`config.mk`:
```
export PLATFORM = sky130hd
export DESIGN_NAME = i2c_master_transaction_sequencer_unit
export DESIGN_NICKNAME = d
export VERILOG_FILES = /design/src/rtl/i2cms_pkg.sv /design/src/rtl/i2cms_ram.sv /design/src/rtl/i2cms_front.sv /design/src/rtl/i2cms_back.sv /design/src/rtl/i2c_master_transaction_sequencer_unit.sv
export VERILOG_INCLUDE_DIRS = /design/src /design/src/rtl
export SDC_FILE = /design/constraint.sdc
export NUM_CORES = 2
export LEC_CHECK = 0
export BUFFER_PORTS_ARGS = -buffer_cell sky130_fd_sc_hd__buf_2
export CAP_MARGIN = 5
export CORE_MARGIN = 4
export CORE_UTILIZATION = 28
export CTS_CLUSTER_SIZE = 12
export DETAILED_ROUTE_END_ITERATION = 6
export GPL_TIMING_DRIVEN = 1
export PLACE_DENSITY = 0.53
export SKIP_LAST_GASP = 1
export SLEW_MARGIN = 20
export SYNTH_ARGS = -nofsm -noshare
export SYNTH_HDL_FRONTEND = slang
export SYNTH_SLANG_ARGS = --single-unit
```
`constraint.sdc`:
```
create_clock -name i_clk -period 5.25 [get_ports i_clk]
set_input_delay 0.2625 -clock i_clk [delete_from_list [all_inputs] [get_ports i_clk]]
set_output_delay 0.2625 -clock i_clk [all_outputs]
set_load 0.05 [all_outputs]
```
`src/rtl/assert_macros.svh`:
```
// Assertion macros shared by the sequencer RTL.
`ifndef ASSERT_MACROS_SVH
`define ASSERT_MACROS_SVH

// expression must be false at every clock edge outside reset
`define ASSERT_NEVER(lbl, clk, rstn, expr) \
    lbl: assert property (@(posedge clk) disable iff (!(rstn)) !(expr)) \
        else $error("assertion failed: forbidden condition seen");

// antecedent in one cycle implies consequent in the same cycle
`define ASSERT_IMPLY(lbl, clk, rstn, ante, cons) \
    lbl: assert property (@(posedge clk) disable iff (!(rstn)) (ante) |-> (cons)) \
        else $error("assertion failed: implication broken");

// antecedent in one cycle implies consequent in the next cycle
`define ASSERT_NEXT(lbl, clk, rstn, ante, cons) \
    lbl: assert property (@(posedge clk) disable iff (!(rstn)) (ante) |=> (cons)) \
        else $error("assertion failed: next-cycle implication broken");

`endif

```
`src/rtl/i2cms_pkg.sv`:
```
// Types and constants of the I2C master transaction sequencer.
`timescale 1ns / 1ps
`default_nettype none
package i2cms_pkg;

    localparam logic [1:0] ACT_LOAD_DESC = 2'd0;
    localparam logic [1:0] ACT_LOAD_BYTE = 2'd1;
    localparam logic [1:0] ACT_START_SEQ = 2'd2;
    localparam logic [1:0] ACT_BUS_EVENT = 2'd3;

    localparam logic [2:0] EV_START_DONE   = 3'd0;
    localparam logic [2:0] EV_RESTART_DONE = 3'd1;
    localparam logic [2:0] EV_ADDR_WR_ACK  = 3'd2;
    localparam logic [2:0] EV_DATA_WR_ACK  = 3'd3;
    localparam logic [2:0] EV_ADDR_RD_ACK  = 3'd4;
    localparam logic [2:0] EV_RD_ACK       = 3'd5;
    localparam logic [2:0] EV_RD_NACK      = 3'd6;
    localparam logic [2:0] EV_OTHER_ERR    = 3'd7;

    localparam logic [2:0] CMD_NONE  = 3'd0;
    localparam logic [2:0] CMD_START = 3'd1;
    localparam logic [2:0] CMD_STOP  = 3'd2;
    localparam logic [2:0] CMD_NACK  = 3'd3;
    localparam logic [2:0] CMD_SEND  = 3'd4;

    localparam logic [1:0] ST_OK   = 2'd0;
    localparam logic [1:0] ST_BUSY = 2'd1;
    localparam logic [1:0] ST_ERR  = 2'd2;

    typedef struct packed {
        logic [1:0] action;
        logic [2:0] event_code;
        logic [7:0] rx_byte;
        logic [6:0] dev_address;
        logic       is_read;
        logic [7:0] xfer_length;
        logic [7:0] wr_byte;
    } t_in_item;

    typedef struct packed {
        logic [2:0] bus_command;
        logic [7:0] tx_byte;
        logic [1:0] seq_status;
        logic       rd_valid;
        logic [7:0] rd_byte;
        logic [3:0] cur_transfer;
    } t_out_item;

    typedef enum logic [1:0] {
        OP_LOAD_DESC = 2'd0,
        OP_LOAD_BYTE = 2'd1,
        OP_START_SEQ = 2'd2,
        OP_EVENT     = 2'd3
    } t_op;

    // classified request handed from the front end to the execution stage
    typedef struct packed {
        t_op        op;
        logic [2:0] event_code;
        logic [7:0] rx_byte;
        logic [7:0] addr_byte;
        logic [7:0] xfer_length;
        logic [7:0] wr_byte;
    } t_req;

endpackage
`default_nettype wire

```
`src/rtl/i2cms_ram.sv`:
```
// Generic single-port-write, single-port-read RAM with registered read data.
`timescale 1ns / 1ps
`default_nettype none
module i2cms_ram #(
    parameter int WIDTH = 8,
    parameter int DEPTH = 256,
    localparam int AW = $clog2(DEPTH)
) (
    input  wire logic             i_clk,
    input  wire logic             i_wr_en,
    input  wire logic [AW-1:0]    i_wr_addr,
    input  wire logic [WIDTH-1:0] i_wr_data,
    input  wire logic             i_rd_en,
    input  wire logic [AW-1:0]    i_rd_addr,
    output logic      [WIDTH-1:0] o_rd_data
);

    logic [WIDTH-1:0] r_mem [DEPTH];

    always_ff @(posedge i_clk) begin
        if (i_wr_en) begin
            r_mem[i_wr_addr] <= i_wr_data;
        end
        if (i_rd_en) begin
            o_rd_data <= r_mem[i_rd_addr];
        end
    end

endmodule
`default_nettype wire

```
`src/rtl/i2cms_front.sv`:
```
// Front end: accepts requests, classifies them and queues them for execution.
`timescale 1ns / 1ps
`default_nettype none
module i2cms_front (
    input  wire logic                i_clk,
    input  wire logic                i_rst_n,
    input  wire logic                i_in_valid,
    output logic                     o_in_stall,
    input  wire i2cms_pkg::t_in_item i_in_item,
    output logic                     o_req_valid,
    output i2cms_pkg::t_req          o_req,
    input  wire logic                i_req_pop
);
    import i2cms_pkg::*;

    t_req       cls;
    t_req       r_slot [2];
    logic       r_wr_ptr, n_wr_ptr;
    logic       r_rd_ptr, n_rd_ptr;
    logic [1:0] r_cnt, n_cnt;
    logic       push;
    logic       pop;

    always_comb begin
        cls.event_code  = i_in_item.event_code;
        cls.rx_byte     = i_in_item.rx_byte;
        cls.addr_byte   = {i_in_item.dev_address, i_in_item.is_read};
        cls.xfer_length = i_in_item.xfer_length;
        cls.wr_byte     = i_in_item.wr_byte;
        unique case (i_in_item.action)
            ACT_LOAD_DESC: cls.op = OP_LOAD_DESC;
            ACT_LOAD_BYTE: cls.op = OP_LOAD_BYTE;
            ACT_START_SEQ: cls.op = OP_START_SEQ;
            ACT_BUS_EVENT: cls.op = OP_EVENT;
        endcase
    end

    assign o_in_stall  = r_cnt[1];
    assign o_req_valid = (r_cnt != 2'd0);
    assign o_req       = r_slot[r_rd_ptr];
    assign push        = i_in_valid && !r_cnt[1];
    assign pop         = i_req_pop && o_req_valid;

    always_comb begin
        n_wr_ptr = push ? ~r_wr_ptr : r_wr_ptr;
        n_rd_ptr = pop  ? ~r_rd_ptr : r_rd_ptr;
        n_cnt    = r_cnt + {1'b0, push} - {1'b0, pop};
    end

    always_ff @(posedge i_clk) begin
        if (!i_rst_n) begin
            r_wr_ptr <= 1'b0;
            r_rd_ptr <= 1'b0;
            r_cnt    <= 2'd0;
        end else begin
            r_wr_ptr <= n_wr_ptr;
            r_rd_ptr <= n_rd_ptr;
            r_cnt    <= n_cnt;
        end
    end

    always_ff @(posedge i_clk) begin
        if (push) begin
            r_slot[r_wr_ptr] <= cls;
        end
    end

endmodule
`default_nettype wire

```
`src/rtl/i2cms_back.sv`:
```
// Back end: executes queued requests against the transfer list and issues commands.
`timescale 1ns / 1ps
`default_nettype none
module i2cms_back #(
    parameter int MAX_TRANSFERS = 8,
    parameter int BUFFER_DEPTH  = 256,
    localparam int AW = $clog2(BUFFER_DEPTH)
) (
    input  wire logic                 i_clk,
    input  wire logic                 i_rst_n,
    input  wire logic                 i_req_valid,
    input  wire i2cms_pkg::t_req      i_req,
    output logic                      o_req_pop,
    output logic                      o_out_valid,
    output i2cms_pkg::t_out_item      o_out_item,
    input  wire logic                 i_out_stall,
    output logic                      o_ram_wr_en,
    output logic [AW-1:0]             o_ram_wr_addr,
    output logic [7:0]                o_ram_wr_data,
    output logic                      o_ram_rd_en,
    output logic [AW-1:0]             o_ram_rd_addr,
    input  wire logic [7:0]           i_ram_rd_data
);
    import i2cms_pkg::*;

    localparam int CNT_W  = $clog2(MAX_TRANSFERS + 1);
    localparam int IDX_W  = (MAX_TRANSFERS > 1) ? $clog2(MAX_TRANSFERS) : 1;
    localparam int FILL_W = $clog2(BUFFER_DEPTH + 1);

    logic [7:0]        r_desc_addr [MAX_TRANSFERS];
    logic [7:0]        r_desc_len  [MAX_TRANSFERS];
    logic [AW-1:0]     r_desc_base [MAX_TRANSFERS];

    logic [CNT_W-1:0]  r_count, n_count;
    logic [CNT_W-1:0]  r_index, n_index;
    logic [7:0]        r_pos, n_pos;
    logic              r_pos_ovf, n_pos_ovf;
    logic [AW-1:0]     r_ptr, n_ptr;
    logic [FILL_W-1:0] r_fill, n_fill;
    logic [1:0]        r_status, n_status;
    logic              r_used, n_used;

    logic              r_p_valid, n_p_valid;
    t_out_item         r_p_item, n_p_item;
    logic              r_p_from_ram, n_p_from_ram;

    logic              fire;
    logic              busy;
    logic [IDX_W-1:0]  cur;
    logic [7:0]        len;
    logic [AW-1:0]     at;
    logic [AW-1:0]     at_next;
    logic              pos_ne_len;
    logic              pos1_eq_len;
    logic              pos2_eq_len;
    logic [CNT_W-1:0]  cnt_eff;
    logic [FILL_W-1:0] fill_eff;
    logic [CNT_W-1:0]  index_next;
    logic              do_send, do_next, do_fail, do_bump;
    logic              desc_we;
    logic [IDX_W-1:0]  desc_widx;
    logic [AW-1:0]     desc_wbase;

    assign fire      = i_req_valid && (!r_p_valid || !i_out_stall);
    assign o_req_pop = fire;
    assign busy      = (r_status == ST_BUSY);
    assign cur       = r_index[IDX_W-1:0];
    assign len       = r_desc_len[cur];
    assign at        = (r_pos == 8'd0 && !r_pos_ovf) ? r_desc_base[cur] : r_ptr;
    assign at_next   = (at == AW'(BUFFER_DEPTH - 1)) ? '0 : at + 1'b1;
    assign pos_ne_len  = r_pos_ovf || (r_pos != len);
    assign pos1_eq_len = !r_pos_ovf && (({1'b0, r_pos} + 9'd1) == {1'b0, len});
    assign pos2_eq_len = !r_pos_ovf && (({2'b0, r_pos} + 10'd2) == {2'b0, len});
    assign cnt_eff     = r_used ? '0 : r_count;
    assign fill_eff    = r_used ? '0 : r_fill;
    assign index_next  = r_index + 1'b1;
    assign desc_widx   = cnt_eff[IDX_W-1:0];
    assign desc_wbase  = (fill_eff == FILL_W'(BUFFER_DEPTH)) ? '0 : fill_eff[AW-1:0];

    assign o_ram_wr_addr = fill_eff[AW-1:0];
    assign o_ram_wr_data = i_req.wr_byte;
    assign o_ram_rd_addr = at;

    always_comb begin
        n_count      = r_count;
        n_index      = r_index;
        n_pos        = r_pos;
        n_pos_ovf    = r_pos_ovf;
        n_ptr        = r_ptr;
        n_fill       = r_fill;
        n_status     = r_status;
        n_used       = r_used;
        n_p_item     = r_p_item;
        n_p_from_ram = r_p_from_ram;
        n_p_valid    = i_out_stall ? r_p_valid : 1'b0;
        do_send      = 1'b0;
        do_next      = 1'b0;
        do_fail      = 1'b0;
        do_bump      = 1'b0;
        desc_we      = 1'b0;
        o_ram_wr_en  = 1'b0;
        o_ram_rd_en  = 1'b0;

        if (fire) begin
            n_p_valid    = 1'b1;
            n_p_from_ram = 1'b0;
            n_p_item     = '0;
            n_p_item.bus_command = CMD_NONE;

            unique case (i_req.op)
                OP_LOAD_DESC: begin
                    if (!busy) begin
                        n_used  = 1'b0;
                        n_fill  = fill_eff;
                        n_count = cnt_eff;
                        if (cnt_eff < CNT_W'(MAX_TRANSFERS)) begin
                            desc_we = 1'b1;
                            n_count = cnt_eff + 1'b1;
                        end
                    end
                end
                OP_LOAD_BYTE: begin
                    if (!busy) begin
                        n_used  = 1'b0;
                        n_count = cnt_eff;
                        n_fill  = fill_eff;
                        if (fill_eff < FILL_W'(BUFFER_DEPTH)) begin
                            o_ram_wr_en = 1'b1;
                            n_fill      = fill_eff + 1'b1;
                        end
                    end
                end
                OP_START_SEQ: begin
                    if (!busy && r_count != '0) begin
                        n_index   = '0;
                        n_pos     = 8'd0;
                        n_pos_ovf = 1'b0;
                        n_status  = ST_BUSY;
                        n_used    = 1'b1;
                        n_p_item.bus_command = CMD_START;
                    end
                end
                OP_EVENT: begin
                    if (busy && r_index < r_count) begin
                        unique case (i_req.event_code)
                            EV_START_DONE, EV_RESTART_DONE: begin
                                n_p_item.bus_command = CMD_SEND;
                                n_p_item.tx_byte     = r_desc_addr[cur];
                            end
                            EV_ADDR_WR_ACK: begin
                                if (len != 8'd0) do_send = 1'b1;
                                else do_next = 1'b1;
                            end
                            EV_DATA_WR_ACK: begin
                                if (pos_ne_len) do_send = 1'b1;
                                else do_next = 1'b1;
                            end
                            EV_ADDR_RD_ACK: begin
                                if (len == 8'd1) n_p_item.bus_command = CMD_NACK;
                                else if (len == 8'd0) do_next = 1'b1;
                            end
                            EV_RD_ACK: begin
                                if (pos_ne_len) begin
                                    do_bump = 1'b1;
                                    n_p_item.rd_valid = 1'b1;
                                    n_p_item.rd_byte  = i_req.rx_byte;
                                    if (pos2_eq_len) n_p_item.bus_command = CMD_NACK;
                                end else begin
                                    do_fail = 1'b1;
                                end
                            end
                            EV_RD_NACK: begin
                                if (len != 8'd0 && pos1_eq_len) begin
                                    do_bump = 1'b1;
                                    do_next = 1'b1;
                                    n_p_item.rd_valid = 1'b1;
                                    n_p_item.rd_byte  = i_req.rx_byte;
                                end else begin
                                    do_fail = 1'b1;
                                end
                            end
                            EV_OTHER_ERR: do_fail = 1'b1;
                        endcase
                    end
                end
            endcase

            if (do_send) begin
                do_bump      = 1'b1;
                o_ram_rd_en  = 1'b1;
                n_p_from_ram = 1'b1;
                n_status     = ST_BUSY;
                n_p_item.bus_command = CMD_SEND;
            end
            if (do_bump) begin
                n_pos     = r_pos + 8'd1;
                n_pos_ovf = r_pos_ovf | (&r_pos);
                n_ptr     = at_next;
            end
            if (do_next) begin
                n_index   = index_next;
                n_pos     = 8'd0;
                n_pos_ovf = 1'b0;
                if (index_next >= r_count) begin
                    n_p_item.bus_command = CMD_STOP;
                    n_status             = ST_OK;
                end else begin
                    n_p_item.bus_command = CMD_START;
                    n_status             = ST_BUSY;
                end
            end
            if (do_fail) begin
                n_p_item.bus_command = CMD_STOP;
                n_status             = ST_ERR;
            end

            n_p_item.seq_status   = n_status;
            n_p_item.cur_transfer = 4'(n_index);
        end
    end

    always_ff @(posedge i_clk) begin
        if (!i_rst_n) begin
            r_count   <= '0;
            r_index   <= '0;
            r_pos     <= 8'd0;
            r_pos_ovf <= 1'b0;
            r_fill    <= '0;
            r_status  <= ST_OK;
            r_used    <= 1'b0;
            r_p_valid <= 1'b0;
        end else begin
            r_count   <= n_count;
            r_index   <= n_index;
            r_pos     <= n_pos;
            r_pos_ovf <= n_pos_ovf;
            r_fill    <= n_fill;
            r_status  <= n_status;
            r_used    <= n_used;
            r_p_valid <= n_p_valid;
        end
    end

    always_ff @(posedge i_clk) begin
        r_ptr        <= n_ptr;
        r_p_item     <= n_p_item;
        r_p_from_ram <= n_p_from_ram;
        if (desc_we) begin
            r_desc_addr[desc_widx] <= i_req.addr_byte;
            r_desc_len[desc_widx]  <= i_req.xfer_length;
            r_desc_base[desc_widx] <= desc_wbase;
        end
    end

    always_comb begin
        o_out_item = r_p_item;
        if (r_p_from_ram) begin
            o_out_item.tx_byte = i_ram_rd_data;
        end
    end
    assign o_out_valid = r_p_valid;

endmodule
`default_nettype wire

```
`src/rtl/i2c_master_transaction_sequencer_unit.sv`:
```
// Top level of the I2C master transaction sequencer.
`timescale 1ns / 1ps
`default_nettype none
`include "assert_macros.svh"
// Takes one request per cycle while the queue has room; returns exactly one result
// per request, in order. A request enters a two-entry queue at the accepting edge
// and is executed by the back end once the output register is free, which holds its
// result. The execution stage handles one request per cycle unless output stalls,
// and the write-byte RAM has one write and one read port with registered read data,
// which sets the sustained rate at one request per cycle. The output register and
// the queue let the input keep accepting while a result waits to be taken.
module i2c_master_transaction_sequencer_unit #(
    parameter int MAX_TRANSFERS = 8,
    parameter int BUFFER_DEPTH  = 256
) (
    input  wire logic                 i_clk,
    input  wire logic                 i_rst_n,
    input  wire logic                 i_in_valid,
    output logic                      o_in_stall,
    input  wire i2cms_pkg::t_in_item  i_in_item,
    output logic                      o_out_valid,
    input  wire logic                 i_out_stall,
    output i2cms_pkg::t_out_item      o_out_item
);
    import i2cms_pkg::*;

    localparam int AW = $clog2(BUFFER_DEPTH);

    logic          req_valid;
    t_req          req;
    logic          req_pop;
    logic          ram_wr_en;
    logic [AW-1:0] ram_wr_addr;
    logic [7:0]    ram_wr_data;
    logic          ram_rd_en;
    logic [AW-1:0] ram_rd_addr;
    logic [7:0]    ram_rd_data;

    i2cms_front u_front (
        .i_clk       (i_clk),
        .i_rst_n     (i_rst_n),
        .i_in_valid  (i_in_valid),
        .o_in_stall  (o_in_stall),
        .i_in_item   (i_in_item),
        .o_req_valid (req_valid),
        .o_req       (req),
        .i_req_pop   (req_pop)
    );

    i2cms_back #(
        .MAX_TRANSFERS (MAX_TRANSFERS),
        .BUFFER_DEPTH  (BUFFER_DEPTH)
    ) u_back (
        .i_clk         (i_clk),
        .i_rst_n       (i_rst_n),
        .i_req_valid   (req_valid),
        .i_req         (req),
        .o_req_pop     (req_pop),
        .o_out_valid   (o_out_valid),
        .o_out_item    (o_out_item),
        .i_out_stall   (i_out_stall),
        .o_ram_wr_en   (ram_wr_en),
        .o_ram_wr_addr (ram_wr_addr),
        .o_ram_wr_data (ram_wr_data),
        .o_ram_rd_en   (ram_rd_en),
        .o_ram_rd_addr (ram_rd_addr),
        .i_ram_rd_data (ram_rd_data)
    );

    i2cms_ram #(
        .WIDTH (8),
        .DEPTH (BUFFER_DEPTH)
    ) u_wr_buf (
        .i_clk     (i_clk),
        .i_wr_en   (ram_wr_en),
        .i_wr_addr (ram_wr_addr),
        .i_wr_data (ram_wr_data),
        .i_rd_en   (ram_rd_en),
        .i_rd_addr (ram_rd_addr),
        .o_rd_data (ram_rd_data)
    );

    // buffer loads happen only while idle, buffer reads only while busy
    `ASSERT_NEVER(a_ram_rw_same_cycle, i_clk, i_rst_n, ram_wr_en && ram_rd_en)
    // a buffer read always lands in the output register on the next cycle
    `ASSERT_NEXT(a_rd_to_out, i_clk, i_rst_n, ram_rd_en, o_out_valid)
    // a delivered read byte never rides with a send command
    `ASSERT_IMPLY(a_rd_no_send, i_clk, i_rst_n, o_out_valid && o_out_item.rd_valid, o_out_item.bus_command != CMD_SEND)
    // sending a byte only happens while the sequence is running
    `ASSERT_IMPLY(a_send_busy, i_clk, i_rst_n, o_out_valid && o_out_item.bus_command == CMD_SEND, o_out_item.seq_status == ST_BUSY)

endmodule
`default_nettype wire

```
# Word level (Yosys, flattened, before mapping)
# Memory sizes are Yosys's and may differ from the RTL's. A register that Yosys moved wholly into a read port is not among the register bits.
# Cells that the tools add are included.
[word_totals]
reg_bits = 69
latch_bits = 0
ram_bits = 2314
mem_bits_ro = 0
inputBits = 41
output_inout_bits = 28
n_memories = 5
[op_classes]
addsub = 9
n_mul = 0
div = 0
order_cmp = 4
eq_ne = 25
shift = 0
mux = 99
bitwise_logic = 3
reduce_logical = 37
[mem_list]
columns = ["memory", "depth", "word_bits", "read_ports", "rd_clocked_by_memory_dff", "wr", "line_no", "text"]
rows = [
  ["u_wr_buf.r_mem", 256, 8, 1, 1, 1, "i2cms_ram.sv:18", "logic [WIDTH-1:0] r_mem [DEPTH];"],
  ["u_front.r_slot", 2, 37, 1, 1, 1, "i2cms_front.sv:17", "t_req r_slot [2];"],
  ["u_back.r_desc_addr", 8, 8, 1, 1, 1, "i2cms_back.sv:30", "logic [7:0] r_desc_addr [MAX_TRANSFERS];"],
  ["u_back.r_desc_base", 8, 8, 1, 1, 1, "i2cms_back.sv:32", "logic [AW-1:0] r_desc_base [MAX_TRANSFERS];"],
  ["u_back.r_desc_len", 8, 8, 1, 1, 1, "i2cms_back.sv:31", "logic [7:0] r_desc_len [MAX_TRANSFERS];"],
]
[ops]
columns = ["cell", "count"]
rows = [
  ["two-way mux 8 bit", 8],
  ["two-way mux 9 bit", 6],
  ["two-way mux 1 bit", 49],
  ["one-hot mux 9 bit (2 select lines)", 2],
  ["two-way mux 4 bit", 7],
  ["two-way mux 3 bit", 9],
  ["adder 8 x 1 -> 8 bit (second input constant)", 2],
  ["zero test 8 bit", 2],
  ["two-way mux 2 bit", 8],
  ["== test 3 bit (second input constant)", 4],
  ["two-way mux 11 bit", 1],
  ["== test 10 x 8 -> 1 bit", 1],
  ["adder 8 x 1 -> 9 bit (second input constant)", 1],
  ["adder 8 x 2 -> 9 bit (second input constant)", 1],
  ["adder 9 x 1 -> 9 bit (second input constant)", 1],
  ["== test 9 x 8 -> 1 bit", 1],
  ["== test 9 bit (second input constant)", 1],
  ["logical AND 1 bit", 9],
  ["< comparator 9 bit (second input constant)", 1],
  ["one-hot mux 3 bit (3 select lines)", 1],
  ["adder 4 x 1 -> 4 bit (second input constant)", 2],
  ["== test 2 bit (second input constant)", 4],
  ["== test 8 x 1 -> 1 bit (second input constant)", 1],
  ["== test 8 bit (second input constant)", 1],
  ["32 further kinds", 54],
]

# Longest topological paths before layout
[depth]
ltp_word = 12
ltp_mapped = 18
ltp_nobuf = 13

# By module
# Synthesis repeated with hierarchy kept, for this count alone.
[unflattened]
hier_cells = 4679
hier_area_um2 = 94316.7
[by_module_without_submodules]
columns = ["mod", "n_inst", "cells_per_inst", "area_per_inst_um2", "seq_area_each_um2"]
rows = [
  ["i2cms_ram", 1, 3733, 79636.4, 61739.2],
  ["i2cms_back", 1, 802, 11750.0, 7477.2],
  ["i2cms_front", 1, 144, 2930.3, 2322.2],
]

# Least setup slack after synthesis
# OpenSTA, ideal clock, no wires.
[synth_path]
path_kind = "reg-to-reg"
from = "register u_front.r_cnt[1]"
to = "memory u_back.r_desc_addr[4][0] (enable)"
setup_ps = 466
arrival_time_ps = 4067
required_time_ps = 4784
slack_ps = 717
stages_incl_launch_ff = 7
period_less_slack_ps = 4533
path_cell_list = "dfxtp_1 o21ai_0 inv_1 nand3_1 nor3_1 nand2_1 nor4_1"
[synth_between]
elab_chain_len = 5
[synth_rtl]
columns = ["item", "line_no", "text"]
rows = [
  ["from (decl)", "i2cms_front.sv:20", "logic [1:0] r_cnt, n_cnt;"],
  ["from (signal assigned)", "i2cms_front.sv:58", "r_cnt <= n_cnt;"],
  ["nonzero test 2 bit", "i2cms_front.sv:39", "assign o_req_valid = (r_cnt != 2'd0);"],
  ["logical AND 1 bit", "i2cms_back.sv:64", "assign fire = i_req_valid && (!r_p_valid || !i_out_stall);"],
  ["two-way mux 1 bit", "i2cms_back.sv:104", "if (fire) begin"],
  ["two-way mux 1 bit", "i2cms_back.sv:248", "if (desc_we) begin"],
  ["two-way mux 1 bit (implied by the code)", "i2cms_back.sv:249", "r_desc_addr[desc_widx] <= i_req.addr_byte;"],
  ["to (decl)", "i2cms_back.sv:30", ""],
]
# No other way between the ends.

==> run metrics <==
CP max-delay cell a221oi_1; synth cell count leaders edfxtp_1 (2357), nand2_1 (1185), nand3_1 (382); placed cell area 0.103 mm²; Rows 214; Rel. slew slack 12.3%; Overflow after GRT 0; unrepaired setup endpoints after global routing no; CP max FO 20; CTS H-tree lvls 5; deepest clock path buffer count 4; CP startpoint kind register; mux cell area share after synthesis 6.14%; compound-cell area share of the yosys netlist 6.33%; Setup Crit Path Kind reg2reg; Core ar. 0.340 mm²; DR vias/cell 5.15; CTS buffer count 267; Total Routing Usage GR 16.7%; violated checks negative setup slack; worst hold path type in2reg; Internal 39000 µW; top cell type by total area after synthesis edfxtp_1; status finished with violations; Post-DRT Antenna Nets 0; Final Wtd Congestion 0.883; Final period util 101%; Max Freq 0.189 GHz; TritonCTS clock tree built; number of global-route vias before repair 57700; sequential area share after synthesis 74.7%; I/O pin cnt 69; CP Capture Type register; worst endpoint required time 5.82 ns; drt drc 0; Syn Nets 6563; Simple-Gate Fraction of Synth Area 10.0%; dpl hpwl 185000 µm; Design Area, Final 0.111 mm²; skew final 0.0712 ns; minimum clock period 5.28 ns; clock power share 27.8%; final core utilization 32.7%; Max VDD drop 544 µV; Die Height 593 µm; Power Dens Cells 559 mW/mm²; Sink Count 2395; layout cells sized above 1 14.0%; main combinational cell family by area after synthesis simple AND/OR/NAND/NOR gates; initial antenna violation count 23; Tot Pwr 62200 µW; Avg Cell Area, Syn 14.7 µm²; DIE AREA 0.352 mm²; warnings from Yosys 0; Max Slew Vio Count 0; MaxCap Viol Count 0; Post-Synth XOR/XNOR Area 0.374%; top area cells in the synthesized netlist edfxtp_1 (74%), nand2_1 (4.6%), mux4_2 (2.8%), mux2i_1 (2.3%), nand3_1 (2.0%); routed wire length per instance 26.3 µm; #FFs+latches synth 2395; switch share 37.3%; Final #Nets 6822; Layout Cells excl Fill 11500; DRT iter0 DRCs 7606; Worst EP arrival 5.85 ns; total wire length 302000 µm; first-pass detailed-route iteration total 6; cell count after synthesis 6502; number of flops mapped to enable cells by yosys 2357; total number of vias 59200; count leader, synth edfxtp_1; Gate power share 35.3%; Post-Synth Adder-Cell Area 0.261%; post-synthesis cell area 0.0958 mm²; root buf cell clkbuf_16; leak pwr 0.0361 µW; final setup fails 1; Synth top area share 73.9%; Primary FF master, synth edfxtp_1; Sequential Power Share 36.8%; post-route setup slack -0.0305 ns; IO Port Bufs 68; actual slew at the worst max-slew pin 1.32 ns; Async SR Flop Fraction 0%; largest stage delay on the critical path 0.65 ns; clk_lat worst skew 0.86 ns; crit path cell chain buf_4 > mux4_2 > mux2_2 > o21ai_4 > nor2_4 > a221oi_1 > a22oi_1 > nand3_1 > nand3_1 > a31oi_1 > o32ai_1; Area Overhead vs Synth 16.3%; cell mode on critical path nand3_1; first-pass GRT wire length 431000 µm; largest net degree at the start of global routing 180; placed insts 11000; setup TNS -0.0305 ns; hold violation total from the final report 0; Distinct cells, synth 85; die width 593 µm; Clock transition at path regs 0.06 ns; Switching Power 23200 µW; Initial Util 28.1%
## area by class of cell
type	count	area, µm²
Fill cell	32800	229000
Sequential cell	2395	71500
Multi-Input combinational cell	3653	22500
Clock buffer	345	7110
Tap cell	4536	5680
Timing Repair Buffer	417	3690
Clock inverter	105	739
Inverter	27	121
Antenna cell	6	15.0
## path summary, 6_finish.rpt
kind / startpoint / endpoint / slack [ns] / cells past startpoint
setup reg to reg: register / u_wr_buf.o_rd_data[7] / -0.03 / 11
hold reg to reg: u_back.r_fill[8] / u_back.r_fill[8] / 0.49 / 2
hold / removal: i_in_item[21] / u_front.r_slot[1][21] / 0.15 / 2
setup / recovery: register / u_wr_buf.o_rd_data[7] / -0.03 / 11
## through the flow
step                setup WS (ns)  hold WS (ns)
floorplan                   0.717         0.361
global placement          -0.0180         0.453
detailed placement        -0.0400         0.454
CTS                         0.128        0.0885
global route               0.0239         0.129
finish                    -0.0305         0.154
## timing repair
action                                 4_1_cts  5_1_grt
gates cloned                                 0        0
hold buffers                                40        0
endpoints found under the hold margin       93        0
setup endpoints to repair                    1        4
setup buffers                                0        0
resized for setup                            1        4
## cell usage in the layout (no fill, tap or decap), types with 20 or more instances in the layout
cell type,n
buf_12,49
clkbuf_16,273
o221ai_1,52
mux4_2,121
a21oi_1,368
a22oi_1,92
a22o_1,56
and3_1,42
a32oi_1,29
a31oi_1,65
dfxtp_1,36
ha_1,20
inv_1,24
buf_4,259
nor4_1,27
o22ai_1,33
dlygate4sd3_1,40
o21ai_0,83
nor2_1,358
nand4_1,66
clkinv_1,57
mux2_2,73
mux2i_1,222
nor3_1,72
clkinv_2,26
clkbuf_1,71
xnor2_1,21
edfxtp_1,2357
buf_2,68
nand3_1,382
nand2_1,1178
a221oi_1,37
## kinds of logic after synthesis
group,count (synthesis)
and+or+nand+nor,2241
AOI/OAI and AO/OA,930
xor gates and xnor gates,36
adders and majority gates,20
buffers and inverters,454
muxes,426
DFF,2395
## worst max-delay path, delay by kind of cell, from the launching register on
family	cells	cell delay, ns
DFF	1	0.56
AOI/OAI and AO/OA	5	2.29
and+or+nand+nor	3	1.04
buffers and inverters	1	0.41
muxes	2	0.69
## flip-flops by register name, summed over array words and instances (netlist names), 9 cells and up, named ones only
register	count
u_wr_buf.r_mem	2048
u_back.r_desc_base	64
u_front.r_slot	74
u_back.r_desc_addr	64
u_back.r_desc_len	64
u_back.r_fill	9
u_back.o_out_item	18
## routing by layer
layer  share of wire [%]  vias to the layer above  wire length [µm]  global-route usage, %
met2                  45                     2936            135000                   25.3
met4                 3.4                        8             10300                   5.70
met1                  42                    30400            128000                   23.5
met5               0.017                        -                52                      0
li1                    -                    25300                 -                      -
met3                 9.3                      524             28100                   3.73
## power by group through the flow
stage	clock network, µW	logic (µW)	registers, µW
after floorplan	0	12100	23400
final	17300	22000	22900
after global routing	18400	23100	23000
after CTS	17600	21800	22900
after global placement	0	21600	23300
after detailed placement	0	21700	23300
(Power assumes the default switching activity.)
